[config.mk]
export PLATFORM = sky130hd
export DESIGN_NAME = base64_stream_encoder_flat
export DESIGN_NICKNAME = d
export VERILOG_FILES = /design/src/rtl/b64e_pkg.sv /design/src/rtl/b64e_if.sv /design/src/rtl/base64_stream_encoder.sv /design/src/rtl/b64e_front.sv /design/src/rtl/b64e_queue.sv /design/src/rtl/b64e_back.sv /design/src/flat_wrapper.sv
export SDC_FILE = /design/constraint.sdc
export NUM_CORES = 1
export LEC_CHECK = 0
export ABC_AREA = 1
export BUFFER_PORTS_ARGS = -buffer_cell sky130_fd_sc_hd__buf_2
export CAP_MARGIN = 0
export CORE_MARGIN = 2
export CORE_UTILIZATION = 45
export DETAILED_ROUTE_END_ITERATION = 16
export SYNTH_ARGS = -nofsm -noshare
export SYNTH_HDL_FRONTEND = slang
export SYNTH_SLANG_ARGS = --single-unit
[constraint.sdc]
create_clock -name clk -period 3.31 [get_ports clk]
set_input_delay 0.1655 -clock clk [delete_from_list [all_inputs] [get_ports clk]]
set_output_delay 0.1655 -clock clk [all_outputs]
set_load 0.01 [all_outputs]
[src/rtl/b64e_pkg.sv]
// b64e_pkg: shared types, constants and the alphabet lookup for the Base64 encoder.
// Used by every module under rtl/; depends on nothing.
package b64e_pkg;

  localparam int unsigned LINE_THRESHOLD_DEF = 72;
  localparam int unsigned QUEUE_DEPTH_DEF    = 2;

  localparam logic [6:0] CH_PAD    = 7'd61;
  localparam logic [6:0] CH_CR     = 7'd13;
  localparam logic [6:0] CH_LF     = 7'd10;
  localparam logic [6:0] COUNT_MAX = 7'd127;

  // One encode request from the front to the back.
  typedef struct packed {
    logic [23:0] group;      // three bytes, first in bits 23..16
    logic [1:0]  pad_count;  // trailing '=' characters (0..2)
    logic        crlf;       // append CR LF after the group
    logic        eom;        // group closes the message
  } job_t;

  // Standard alphabet: A-Z a-z 0-9 + /
  function automatic logic [6:0] sym(input logic [5:0] v);
    logic [6:0] w;
    w = {1'b0, v};
    if (v < 6'd26)      sym = w + 7'd65;
    else if (v < 6'd52) sym = w + 7'd71;   // 'a' - 26
    else if (v < 6'd62) sym = w - 7'd4;    // '0' - 52
    else if (v == 6'd62) sym = 7'd43;      // '+'
    else                 sym = 7'd47;      // '/'
  endfunction

endpackage

[src/rtl/b64e_if.sv]
// b64e_if: valid/ready channel interfaces for the byte input and the character output.
// No dependencies.
interface b64e_byte_if;
  logic       valid;
  logic       ready;
  logic [7:0] data_byte;
  logic       end_of_message;

  modport source (output valid, data_byte, end_of_message, input ready);
  modport sink   (input valid, data_byte, end_of_message, output ready);
endinterface

interface b64e_char_if;
  logic       valid;
  logic       ready;
  logic [6:0] out_char;
  logic       last_of_run;
  logic       message_done;

  modport source (output valid, out_char, last_of_run, message_done, input ready);
  modport sink   (input valid, out_char, last_of_run, message_done, output ready);
endinterface

[src/rtl/base64_stream_encoder.sv]
// base64_stream_encoder: streaming Base64 encoder top level (front, request queue, back).
// Depends on b64e_pkg, b64e_if, b64e_front, b64e_queue and b64e_back.
//
//   channel   dir  handshake      payload
//   in_ch     in   valid/ready    data_byte[7:0], end_of_message
//   out_ch    out  valid/ready    out_char[6:0], last_of_run, message_done
//   cfg       in   cfg_we only    cfg_wdata = line_breaks
//
// A byte is taken whenever in_ch.ready is high; a completed or final group becomes a
// request in the queue, and the back drains it at one character per cycle while out_ch
// is ready, so a group gives 4 characters (6 with CR LF) and sustained input is held to
// the output character rate. The byte that closes a group is written into the queue, and
// its first character then goes through the output register. Reset clears phase, held
// bytes, line count, the queue and the output valid flag. in_ch stalls only while the
// queue is full; out_ch stalls hold the output register and back up into the queue.
module base64_stream_encoder #(
  parameter int unsigned LINE_THRESHOLD = b64e_pkg::LINE_THRESHOLD_DEF,
  parameter int unsigned QUEUE_DEPTH    = b64e_pkg::QUEUE_DEPTH_DEF
) (
  input  logic          clk,
  input  logic          rst,
  input  logic          cfg_we,
  input  logic          cfg_wdata,
  b64e_byte_if.sink     in_ch,
  b64e_char_if.source   out_ch
);

  logic           line_breaks;
  logic           push;
  logic           pop;
  logic           q_full;
  logic           q_not_empty;
  b64e_pkg::job_t push_job;
  b64e_pkg::job_t head_job;
  logic [$clog2(QUEUE_DEPTH+1)-1:0] q_count;

  // Hold the line-break enable; the user must write it only while idle (not enforced here).
  always_ff @(posedge clk) begin
    if (rst) begin
      line_breaks <= 1'b0;
    end else if (cfg_we) begin
      line_breaks <= cfg_wdata;
    end
  end

  // Front: take bytes, keep group and line state, issue requests.
  b64e_front #(
    .LINE_THRESHOLD(LINE_THRESHOLD)
  ) u_front (
    .clk        (clk),
    .rst        (rst),
    .line_breaks(line_breaks),
    .in_ch      (in_ch),
    .q_full     (q_full),
    .push       (push),
    .push_job   (push_job)
  );

  // Queue: decouple byte intake from character output.
  b64e_queue #(
    .DEPTH(QUEUE_DEPTH)
  ) u_queue (
    .clk      (clk),
    .rst      (rst),
    .push     (push),
    .push_job (push_job),
    .pop      (pop),
    .full     (q_full),
    .not_empty(q_not_empty),
    .head     (head_job),
    .count    (q_count)
  );

  // Back: emit characters, advance through each request, drop it when done.
  b64e_back u_back (
    .clk      (clk),
    .rst      (rst),
    .job_valid(q_not_empty),
    .job      (head_job),
    .pop      (pop),
    .out_ch   (out_ch)
  );

  a_done_is_last: assert property (@(posedge clk) disable iff (rst)
    out_ch.valid && out_ch.message_done |-> out_ch.last_of_run)
    else $error("message_done without last_of_run");

  a_cr_not_last: assert property (@(posedge clk) disable iff (rst)
    out_ch.valid && (out_ch.out_char == b64e_pkg::CH_CR) |-> !out_ch.last_of_run)
    else $error("CR ended a run");

  a_cr_then_lf: assert property (@(posedge clk) disable iff (rst)
    out_ch.valid && out_ch.ready && (out_ch.out_char == b64e_pkg::CH_CR)
      |=> out_ch.valid && (out_ch.out_char == b64e_pkg::CH_LF))
    else $error("CR not followed by LF");

  a_queue_bound: assert property (@(posedge clk) disable iff (rst)
    (q_count <= ($clog2(QUEUE_DEPTH+1))'(QUEUE_DEPTH)) && !(push && q_full && !pop))
    else $error("request queue overflow");

endmodule

[src/rtl/b64e_front.sv]
// b64e_front: accepts bytes, gathers groups, tracks line length and issues encode requests.
// Depends on b64e_pkg and b64e_if.
module b64e_front #(
  parameter int unsigned LINE_THRESHOLD = b64e_pkg::LINE_THRESHOLD_DEF
) (
  input  logic             clk,
  input  logic             rst,
  input  logic             line_breaks,
  b64e_byte_if.sink        in_ch,
  input  logic             q_full,
  output logic             push,
  output b64e_pkg::job_t   push_job
);

  logic [1:0]  group_phase;
  logic [15:0] held_bytes;
  logic [6:0]  line_count;

  logic [1:0]  phase;
  logic        accept;
  logic [7:0]  lc_sum;
  logic [6:0]  lc_sat;
  logic        crlf;

  assign in_ch.ready = !q_full;
  assign accept      = in_ch.valid && in_ch.ready;
  assign phase       = (group_phase == 2'd3) ? 2'd0 : group_phase;

  assign lc_sum = {1'b0, line_count} + 8'd4;
  assign lc_sat = lc_sum[7] ? b64e_pkg::COUNT_MAX : lc_sum[6:0];
  assign crlf   = line_breaks && (lc_sat > 7'(LINE_THRESHOLD));

  assign push = accept && ((phase == 2'd2) || in_ch.end_of_message);

  always_comb begin
    push_job.eom = in_ch.end_of_message;
    case (phase)
      2'd2: begin
        push_job.group     = {held_bytes, in_ch.data_byte};
        push_job.pad_count = 2'd0;
        push_job.crlf      = crlf;
      end
      2'd1: begin
        push_job.group     = {held_bytes[15:8], in_ch.data_byte, 8'h00};
        push_job.pad_count = 2'd1;
        push_job.crlf      = 1'b0;
      end
      default: begin
        push_job.group     = {in_ch.data_byte, 16'h0000};
        push_job.pad_count = 2'd2;
        push_job.crlf      = 1'b0;
      end
    endcase
  end

  always_ff @(posedge clk) begin
    if (rst) begin
      group_phase <= 2'd0;
      held_bytes  <= 16'h0000;
      line_count  <= 7'd0;
    end else if (accept) begin
      if (in_ch.end_of_message) begin
        group_phase <= 2'd0;
        held_bytes  <= 16'h0000;
        line_count  <= 7'd0;
      end else if (phase == 2'd2) begin
        group_phase <= 2'd0;
        held_bytes  <= 16'h0000;
        line_count  <= crlf ? 7'd0 : lc_sat;
      end else if (phase == 2'd1) begin
        group_phase <= 2'd2;
        held_bytes  <= {held_bytes[15:8], in_ch.data_byte};
      end else begin
        group_phase <= 2'd1;
        held_bytes  <= {in_ch.data_byte, 8'h00};
      end
    end
  end

endmodule

[src/rtl/b64e_queue.sv]
// b64e_queue: small FIFO of encode requests between front and back.
// Depends on b64e_pkg.
module b64e_queue #(
  parameter int unsigned DEPTH = b64e_pkg::QUEUE_DEPTH_DEF
) (
  input  logic             clk,
  input  logic             rst,
  input  logic             push,
  input  b64e_pkg::job_t   push_job,
  input  logic             pop,
  output logic             full,
  output logic             not_empty,
  output b64e_pkg::job_t   head,
  output logic [$clog2(DEPTH+1)-1:0] count
);

  localparam int unsigned AW = $clog2(DEPTH);

  b64e_pkg::job_t mem [DEPTH];
  logic [AW-1:0]  wr_ptr;
  logic [AW-1:0]  rd_ptr;

  assign full      = (count == ($clog2(DEPTH+1))'(DEPTH));
  assign not_empty = (count != '0);
  assign head      = mem[rd_ptr];

  always_ff @(posedge clk) begin
    if (push) begin
      mem[wr_ptr] <= push_job;
    end
  end

  always_ff @(posedge clk) begin
    if (rst) begin
      wr_ptr <= '0;
      rd_ptr <= '0;
      count  <= '0;
    end else begin
      if (push) begin
        wr_ptr <= (wr_ptr == AW'(DEPTH - 1)) ? '0 : wr_ptr + 1'b1;
      end
      if (pop) begin
        rd_ptr <= (rd_ptr == AW'(DEPTH - 1)) ? '0 : rd_ptr + 1'b1;
      end
      if (push && !pop) begin
        count <= count + 1'b1;
      end else if (pop && !push) begin
        count <= count - 1'b1;
      end
    end
  end

endmodule

[src/rtl/b64e_back.sv]
// b64e_back: walks one encode request into 4 or 6 characters, one per cycle while out_ch
// is not stalled, into an output register. Depends on b64e_pkg and b64e_if.
module b64e_back (
  input  logic             clk,
  input  logic             rst,
  input  logic             job_valid,
  input  b64e_pkg::job_t   job,
  output logic             pop,
  b64e_char_if.source      out_ch
);

  logic [2:0] idx;
  logic       advance;
  logic       take;
  logic       last_char;
  logic [6:0] ch;
  logic [5:0] sextet;
  logic       padded;

  assign advance   = !out_ch.valid || out_ch.ready;
  assign take      = job_valid && advance;
  assign last_char = job.crlf ? (idx == 3'd5) : (idx == 3'd3);
  assign pop       = take && last_char;

  always_comb begin
    sextet = job.group[23:18];
    padded = 1'b0;
    case (idx)
      3'd0: sextet = job.group[23:18];
      3'd1: sextet = job.group[17:12];
      3'd2: begin
        sextet = job.group[11:6];
        padded = (job.pad_count >= 2'd2);
      end
      3'd3: begin
        sextet = job.group[5:0];
        padded = (job.pad_count >= 2'd1);
      end
      default: sextet = job.group[23:18];
    endcase
    case (idx)
      3'd4:    ch = b64e_pkg::CH_CR;
      3'd5:    ch = b64e_pkg::CH_LF;
      default: ch = padded ? b64e_pkg::CH_PAD : b64e_pkg::sym(sextet);
    endcase
  end

  always_ff @(posedge clk) begin
    if (rst) begin
      idx          <= 3'd0;
      out_ch.valid <= 1'b0;
    end else begin
      if (advance) begin
        out_ch.valid <= job_valid;
      end
      if (take) begin
        idx <= last_char ? 3'd0 : idx + 3'd1;
      end
    end
  end

  always_ff @(posedge clk) begin
    if (take) begin
      out_ch.out_char     <= ch;
      out_ch.last_of_run  <= last_char;
      out_ch.message_done <= last_char && job.eom;
    end
  end

endmodule
[src/flat_wrapper.sv]
// flat-port wrapper written by rule: the top's interface ports become plain ports
module base64_stream_encoder_flat 
#(
  parameter int unsigned LINE_THRESHOLD = b64e_pkg::LINE_THRESHOLD_DEF,
  parameter int unsigned QUEUE_DEPTH    = b64e_pkg::QUEUE_DEPTH_DEF
)
  (clk, rst, cfg_we, cfg_wdata, in_ch_valid, in_ch_data_byte, in_ch_end_of_message, in_ch_ready, out_ch_valid, out_ch_out_char, out_ch_last_of_run, out_ch_message_done, out_ch_ready);
  b64e_byte_if in_ch_i ();
  b64e_char_if out_ch_i ();
  input  logic clk;
  input  logic rst;
  input  logic cfg_we;
  input  logic cfg_wdata;
  input wire logic [$bits(in_ch_i.valid)-1:0] in_ch_valid;
  input wire logic [$bits(in_ch_i.data_byte)-1:0] in_ch_data_byte;
  input wire logic [$bits(in_ch_i.end_of_message)-1:0] in_ch_end_of_message;
  output wire logic [$bits(in_ch_i.ready)-1:0] in_ch_ready;
  output wire logic [$bits(out_ch_i.valid)-1:0] out_ch_valid;
  output wire logic [$bits(out_ch_i.out_char)-1:0] out_ch_out_char;
  output wire logic [$bits(out_ch_i.last_of_run)-1:0] out_ch_last_of_run;
  output wire logic [$bits(out_ch_i.message_done)-1:0] out_ch_message_done;
  input wire logic [$bits(out_ch_i.ready)-1:0] out_ch_ready;
  assign in_ch_i.valid = in_ch_valid;
  assign in_ch_i.data_byte = in_ch_data_byte;
  assign in_ch_i.end_of_message = in_ch_end_of_message;
  assign in_ch_ready = in_ch_i.ready;
  assign out_ch_valid = out_ch_i.valid;
  assign out_ch_out_char = out_ch_i.out_char;
  assign out_ch_last_of_run = out_ch_i.last_of_run;
  assign out_ch_message_done = out_ch_i.message_done;
  assign out_ch_i.ready = out_ch_ready;
  base64_stream_encoder #(.LINE_THRESHOLD(LINE_THRESHOLD), .QUEUE_DEPTH(QUEUE_DEPTH)) u_core (.clk(clk), .rst(rst), .cfg_we(cfg_we), .cfg_wdata(cfg_wdata), .in_ch(in_ch_i), .out_ch(out_ch_i));
endmodule
After elaboration in Yosys (flattened, before gate mapping). Memories as Yosys holds them, arrays and structs flattened. A register that Yosys moved wholly into a read port is not among the register bits. Index checks and enable logic that the tools add are counted. W data, S select, Z words.

Register bits: 43. RAM bits: 56. Bits of input ports: 15. Output and inout port bits: 11. Word-level logic and storage cells: 89. Memories: 1.

Add/subtract/negate cells: 9. $lt $le $gt $ge: 6. Equal/unequal tests: 11. Mux-type cells: 30. Reductions and logical operators: 19.

Memory list: u_core.u_queue.mem (words 2, width 28, read ports 1, clocked after Yosys merged registers in 1, write ports 1, line b64e_queue.sv:19) `b64e_pkg::job_t mem [DEPTH];`.

Operators with widths (count): $mux W7 (8); $pmux W27 S2 (1); $mux W16 (3); $pmux W6 S3 (1); $add A6 B7 Y7 const B (2); $pmux W7 S2 (1); $lt A6 B6 Y1 const B (2); $mux W2 (6); $add A7 B3 Y8 const B (1); $logic_and A1 B1 Y1 (8); $gt A7 B7 Y1 const B (1); $mux W1 (7); $sub A6 B3 Y7 const B (1); $eq A2 B2 Y1 const B (3); $eq A3 B2 Y1 const B (2); $eq A3 B3 Y1 const B (2); $eq A6 B6 Y1 const B (1); $lt A6 B5 Y1 const B (1); $mux W3 (2); $reduce_bool A2 Y1 (3); $logic_not A1 Y1 (4); $reduce_and A2 Y1 (2); $add A3 B1 Y3 const B (1); $eq A3 B1 Y1 const B (1); 9 further kinds (11).

Depth between registers and ports, before layout.
Word-level depth: 9. Depth in mapped cells: 20. Mapped depth without buffers: 20.

Modules after synthesis. Synthesis repeated with hierarchy kept, for this count alone.

Cells, all modules: 557. Area total of the unflattened synthesis: 5142.4 µm².

By module, submodules not included: b64e_queue (times used 1, cells an instance 120, area each 2349.8 µm²); b64e_front (times used 1, cells an instance 235, area each 1525.2 µm²); b64e_back (times used 1, cells an instance 195, area each 1222.4 µm²); base64_stream_encoder (times used 1, cells an instance 7, area each 45.0 µm²).

Least setup slack after synthesis. OpenSTA, ideal clock, no wires.

Path type: register to register. From: reg u_core.u_queue.count[0]. To: mem u_core.u_queue.mem[1][0] (netlist bit) (enable). Data arrival time: 2.174 ns. Slack: 0.722 ns. Stages on the path, launching flop included: 7. Path buffers: 0. Period minus slack after synthesis: 2.588 ns. Cell sequence: dfxtp_1 inv_1 nand2_1 nand2_1 nor2_1 inv_1 nor2_1.

Word-level cells in the longest chain between the ends: 6.

Ends and longest elaborated chain: start: declaration (line b64e_queue.sv:14) `output logic [$clog2(DEPTH+1)-1:0] count`; start signal: assignment (line b64e_queue.sv:46) `count <= count + 1'b1;`; start signal: assignment (line b64e_queue.sv:48) `count <= count - 1'b1;`; $eq A2 B2 Y1 (line b64e_queue.sv:23) `assign full = (count == ($clog2(DEPTH+1))'(DEPTH));`; $logic_not A1 Y1 (line b64e_front.sv:25) `assign in_ch.ready = !q_full;`; via in_ch_ready (line flat_wrapper.sv:17) `output wire logic [$bits(in_ch_i.ready)-1:0] in_ch_ready;`; $logic_and A1 B1 Y1 (line b64e_front.sv:26) `assign accept = in_ch.valid && in_ch.ready;`; $logic_and A1 B1 Y1 (line b64e_front.sv:33) `assign push = accept && ((phase == 2'd2) || in_ch.end_of_message);`; via u_core.push (line base64_stream_encoder.sv:29) `logic push;`; $mux W1 (line b64e_queue.sv:28) `if (push) begin`; $mux W1 (implied by the code) (line b64e_queue.sv:29) `mem[wr_ptr] <= push_job;`; end: declaration (line b64e_queue.sv:19).

The timed path passes the listed nets, and every way through them passes these cells.

Worst setup path after layout.
From: reg u_core.u_back.idx[1]. To: reg u_core.u_back.out_ch.out_char[4], data pin.

Word-level cells in the longest chain between the ends: 8. Elaborated cells on any way between the ends: 18.

Ends and longest elaborated chain: start: declaration (line b64e_back.sv:12) `logic [2:0] idx;`; start signal: assignment (line b64e_back.sv:57) `idx <= last_char ? 3'd0 : idx + 3'd1;`; $eq A3 B2 Y1 / $eq A3 B1 Y1 (equally long branches) (line b64e_back.sv:28) `case (idx)`; $pmux W6 S3 (line b64e_back.sv:28); $sub A6 B3 Y7 / $lt A6 B6 Y1 (equally long branches) (line b64e_pkg.sv:27) `else if (v < 6'd62) sym = w - 7'd4;`; $mux W7 (line b64e_pkg.sv:27); $mux W7 (line b64e_pkg.sv:26) `else if (v < 6'd52) sym = w + 7'd71;`; $mux W7 (line b64e_pkg.sv:25) `if (v < 6'd26) sym = w + 7'd65;`; $mux W7 (line b64e_back.sv:44) `default: ch = padded ? b64e_pkg::CH_PAD : b64e_pkg::sym(sextet);`; $pmux W7 S2 (*) (line b64e_back.sv:41) `case (idx)`; via u_core.u_back.ch[4] (line b64e_back.sv:16) `logic [6:0] ch;`; end signal: assignment (line b64e_back.sv:64) `out_ch.out_char <= ch;`; end: declaration (line b64e_if.sv:20) `modport source (output valid, out_char, last_of_run, message_done, input ready);`.

Mark *: on every way through the listed nets, which the timed path passes. The rest lies on a longest branch. A chain may end at the register's enable or synchronous reset.

==> run metrics <==
initial core utilization roughly 47%; cts bufs inserted 9; r2r endpoint u_core.u_back.out_ch.out_char[4]; clock buffer depth 2; GRT overflow 0; Reg-to-Reg Start u_core.u_back.idx[1]; Critical Path End Type flip-flop; IO Port Bufs 25; R2R depth 15; HP Class primary input to flip-flop; status complete, no violations; Worst-Skew Late Latency 360 ps; Hold Crit Depth 3; most common cell after layout, fill and taps aside nand2_1; Post-DP Area about 0.005 mm2; Distinct cells, synth 32; Cell Rows 37; first-pass GRT wire length 17,260 um; Leak 2.227 nW; crit path kind flip-flop to flip-flop; CTS tree built; number of I/O pins 26; Final min period 2733 ps; setup TNS 0 ps; Syn Nets between 600 and 700; Die Wd 107.7 um; H-tree depth 3; post-DP HPWL approximately 7600 um; Period Utilization, post-route 82.57%; final instance area roughly 0.0053 mm2; clk sinks 100; Worst-path clk slew around 90 ps; maximum vdd drop 0.3912 mV; DR pass1 iterations 4; Synth Register Bits 100; Final Core Density between 50% and 60%; core area 0.01037 mm2; wire per inst 14.11 um; Initial DRC Count roughly 220; Cell Pwr Density approximately 760 mW/mm2; WHS Endpoint u_core.line_breaks; Final ANT Viol Nets 0; R2R setup slack 580 ps; most frequent cells in the layout nand2_1 (172), inv_1 (69), edfxtp_1 (65); area of the mapped netlist around 0.0048 mm2; Setup violations, final 0; Synth-to-Final Area Change 9.803%; gr usage total 19.44%; final hold viol count 0; cell taking the most area after synthesis edfxtp_1; pin count of the biggest net entering global routing 30; clk root buf clkbuf_8; initial antenna violation count 0; Die ar. 0.01160 mm2; max-slew violations 0; Residual DRC 0; routed vias 3,733; CP max FO 6; Net count, final 629; CTS-repair resized insts 0; Setup crit start u_core.u_back.idx[1]; register area 0.002653 mm2; CP required about 3400 ps; MaxCap Viol Count 0; ratio of cells with drive above 1 in the final layout 9.453%; fmax 365.9 MHz; # fillers just over 1,000; gpl congestion about 0.84; die height roughly 110 um; CP Launch Type flip-flop; Power Total 0.004057 W; share of the synthesized area in the top cell type 40.35%; Least-Margin Pin Slew approximately 470 ps; number of standard cells in the final layout excluding fillers 739; # diodes 0; postcts setup bufs 0; critical path arrival 2870 ps; Slew headroom 68.12%; area occupied by multi-input gates between 0.0015 and 0.002 mm2; placed cells ~720; Worst Skew roughly 18 ps; Synth warnings 0; hold_sp cfg_wdata; Via-to-Cell Ratio 5.051; vias in the first global route 3,531; Synth Area per Inst approximately 8.5 um2; drt total wl approximately 10,000 um; RSZ-0062 raised after global routing no; Cells after Synth 570; top post-synthesis cells by area edfxtp_1 (40%), dfxtp_1 (14%), nand2_1 (13%), inv_1 (5.4%), nor2_1 (4.3%); Seq/Total Area, Yosys 54.84%
## stage by stage
| stage | setup slack [ps] | hold slack [ps] |
|---|---|---|
| final | 576.8 | 28.83 |
| after floorplan | 721.7 | 244.0 |
| after global placement | 658.7 | 355.8 |
| after CTS | 611.3 | 10.29 |
| after detailed placement | 604.3 | 362.2 |
| after global routing | 271.5 | 31.54 |
## cell type report
class                      instances  share of cell area (%)
clock buffer                      13                   3.180
timing repair buffer              32                   3.392
inverter                          74                   5.253
multi-input combinational        381                   34.63
sequential                       100                   49.94
tap                              136                   3.204
clock inverter                     3                  0.4005
## what timing repair did
item | CTS | global route
endpoints found under the setup margin | 0 | 0
hold buffers | 1 | 0
endpoints found under the hold margin | 1 | 0
## synth_stat cells, drive strengths merged
library cell,number
dfxtp,35
clkbuf,10
xnor2,1
a211oi,12
nor2,57
buf,5
or2,1
o21ai,26
nor4,1
nand4,2
a211o,1
nand3,37
xor2,3
edfxtp,65
inv,71
o211ai,1
clkinv,3
ha,16
o22ai,4
o21bai,3
o31ai,1
a21oi,39
nand2,176
## critical path, cell delays in order, from the launching register on
cell     delay (ps)
dfxtp_1         410
inv_1           120
ha_1            240
o21ai_0         360
nand3_1         190
nand2_1         260
inv_1            90
ha_1            250
a21oi_1         170
nand2_1          80
nand3_1         100
nand2_1          50
nand2_1          50
nand3_1          60
nand2_1          60
inv_1            30
## layer usage
metal	share of wire (%)	wire (um)	vias to the layer above	global-route usage (%)
met3	2.5	260	9	3.208
met5	0	0	-	0
li1	-	-	1916	-
met1	49	5085	1761	26.19
met4	1.2	121	0	6.960
met2	48	4962	47	31.67
## cells by family (layout without fill, tap and decap cells)
group	after synthesis	in the layout	synth area share (%)
buffers and inverters	89	122	7.243
flip-flops	100	100	54.84
AO/OA/AOI/OAI	87	87	10.06
adder cells (fa/ha/maj)	16	16	4.139
AND/OR/NAND/NOR	274	274	23.00
XOR/XNOR	4	4	0.7244
## state kept, by name, summed over array words and instances (netlist names), 2 cells and up, named ones only
register                       cells
u_core.u_front.held_bytes         16
u_core.u_front.line_count          7
u_core.u_front.group_phase         2
u_core.u_queue.mem                56
u_core.u_queue.count               2
u_core.u_back.out_ch.out_char      7
u_core.u_back.idx                  3
## worst max-delay path by stage
stage | depth (start not counted) | end | slack [ps]
2_1_floorplan | 6 | u_core.u_queue.mem[1][0] | 720
3_3_place_gp | 15 | u_core.u_back.out_ch.out_char[4] | 660
3_5_place_dp | 15 | u_core.u_back.out_ch.out_char[4] | 600
4_1_cts | 15 | u_core.u_back.out_ch.out_char[4] | 610
5_1_grt | 15 | u_core.u_back.out_ch.out_char[4] | 270
6_report | 15 | u_core.u_back.out_ch.out_char[4] | 580
## power by group
part / internal (W) / total (W) / leakage [nW] / switching, W
sequential: 0.00157 / 0.00164 / 0.894 / 0.0000638
clock: 0.000336 / 0.000733 / 0.0973 / 0.000397
combinational: 0.000540 / 0.00169 / 1.24 / 0.00115
total: 0.00245 / 0.00406 / 2.23 / 0.00161
(Power assumes the default switching activity.)
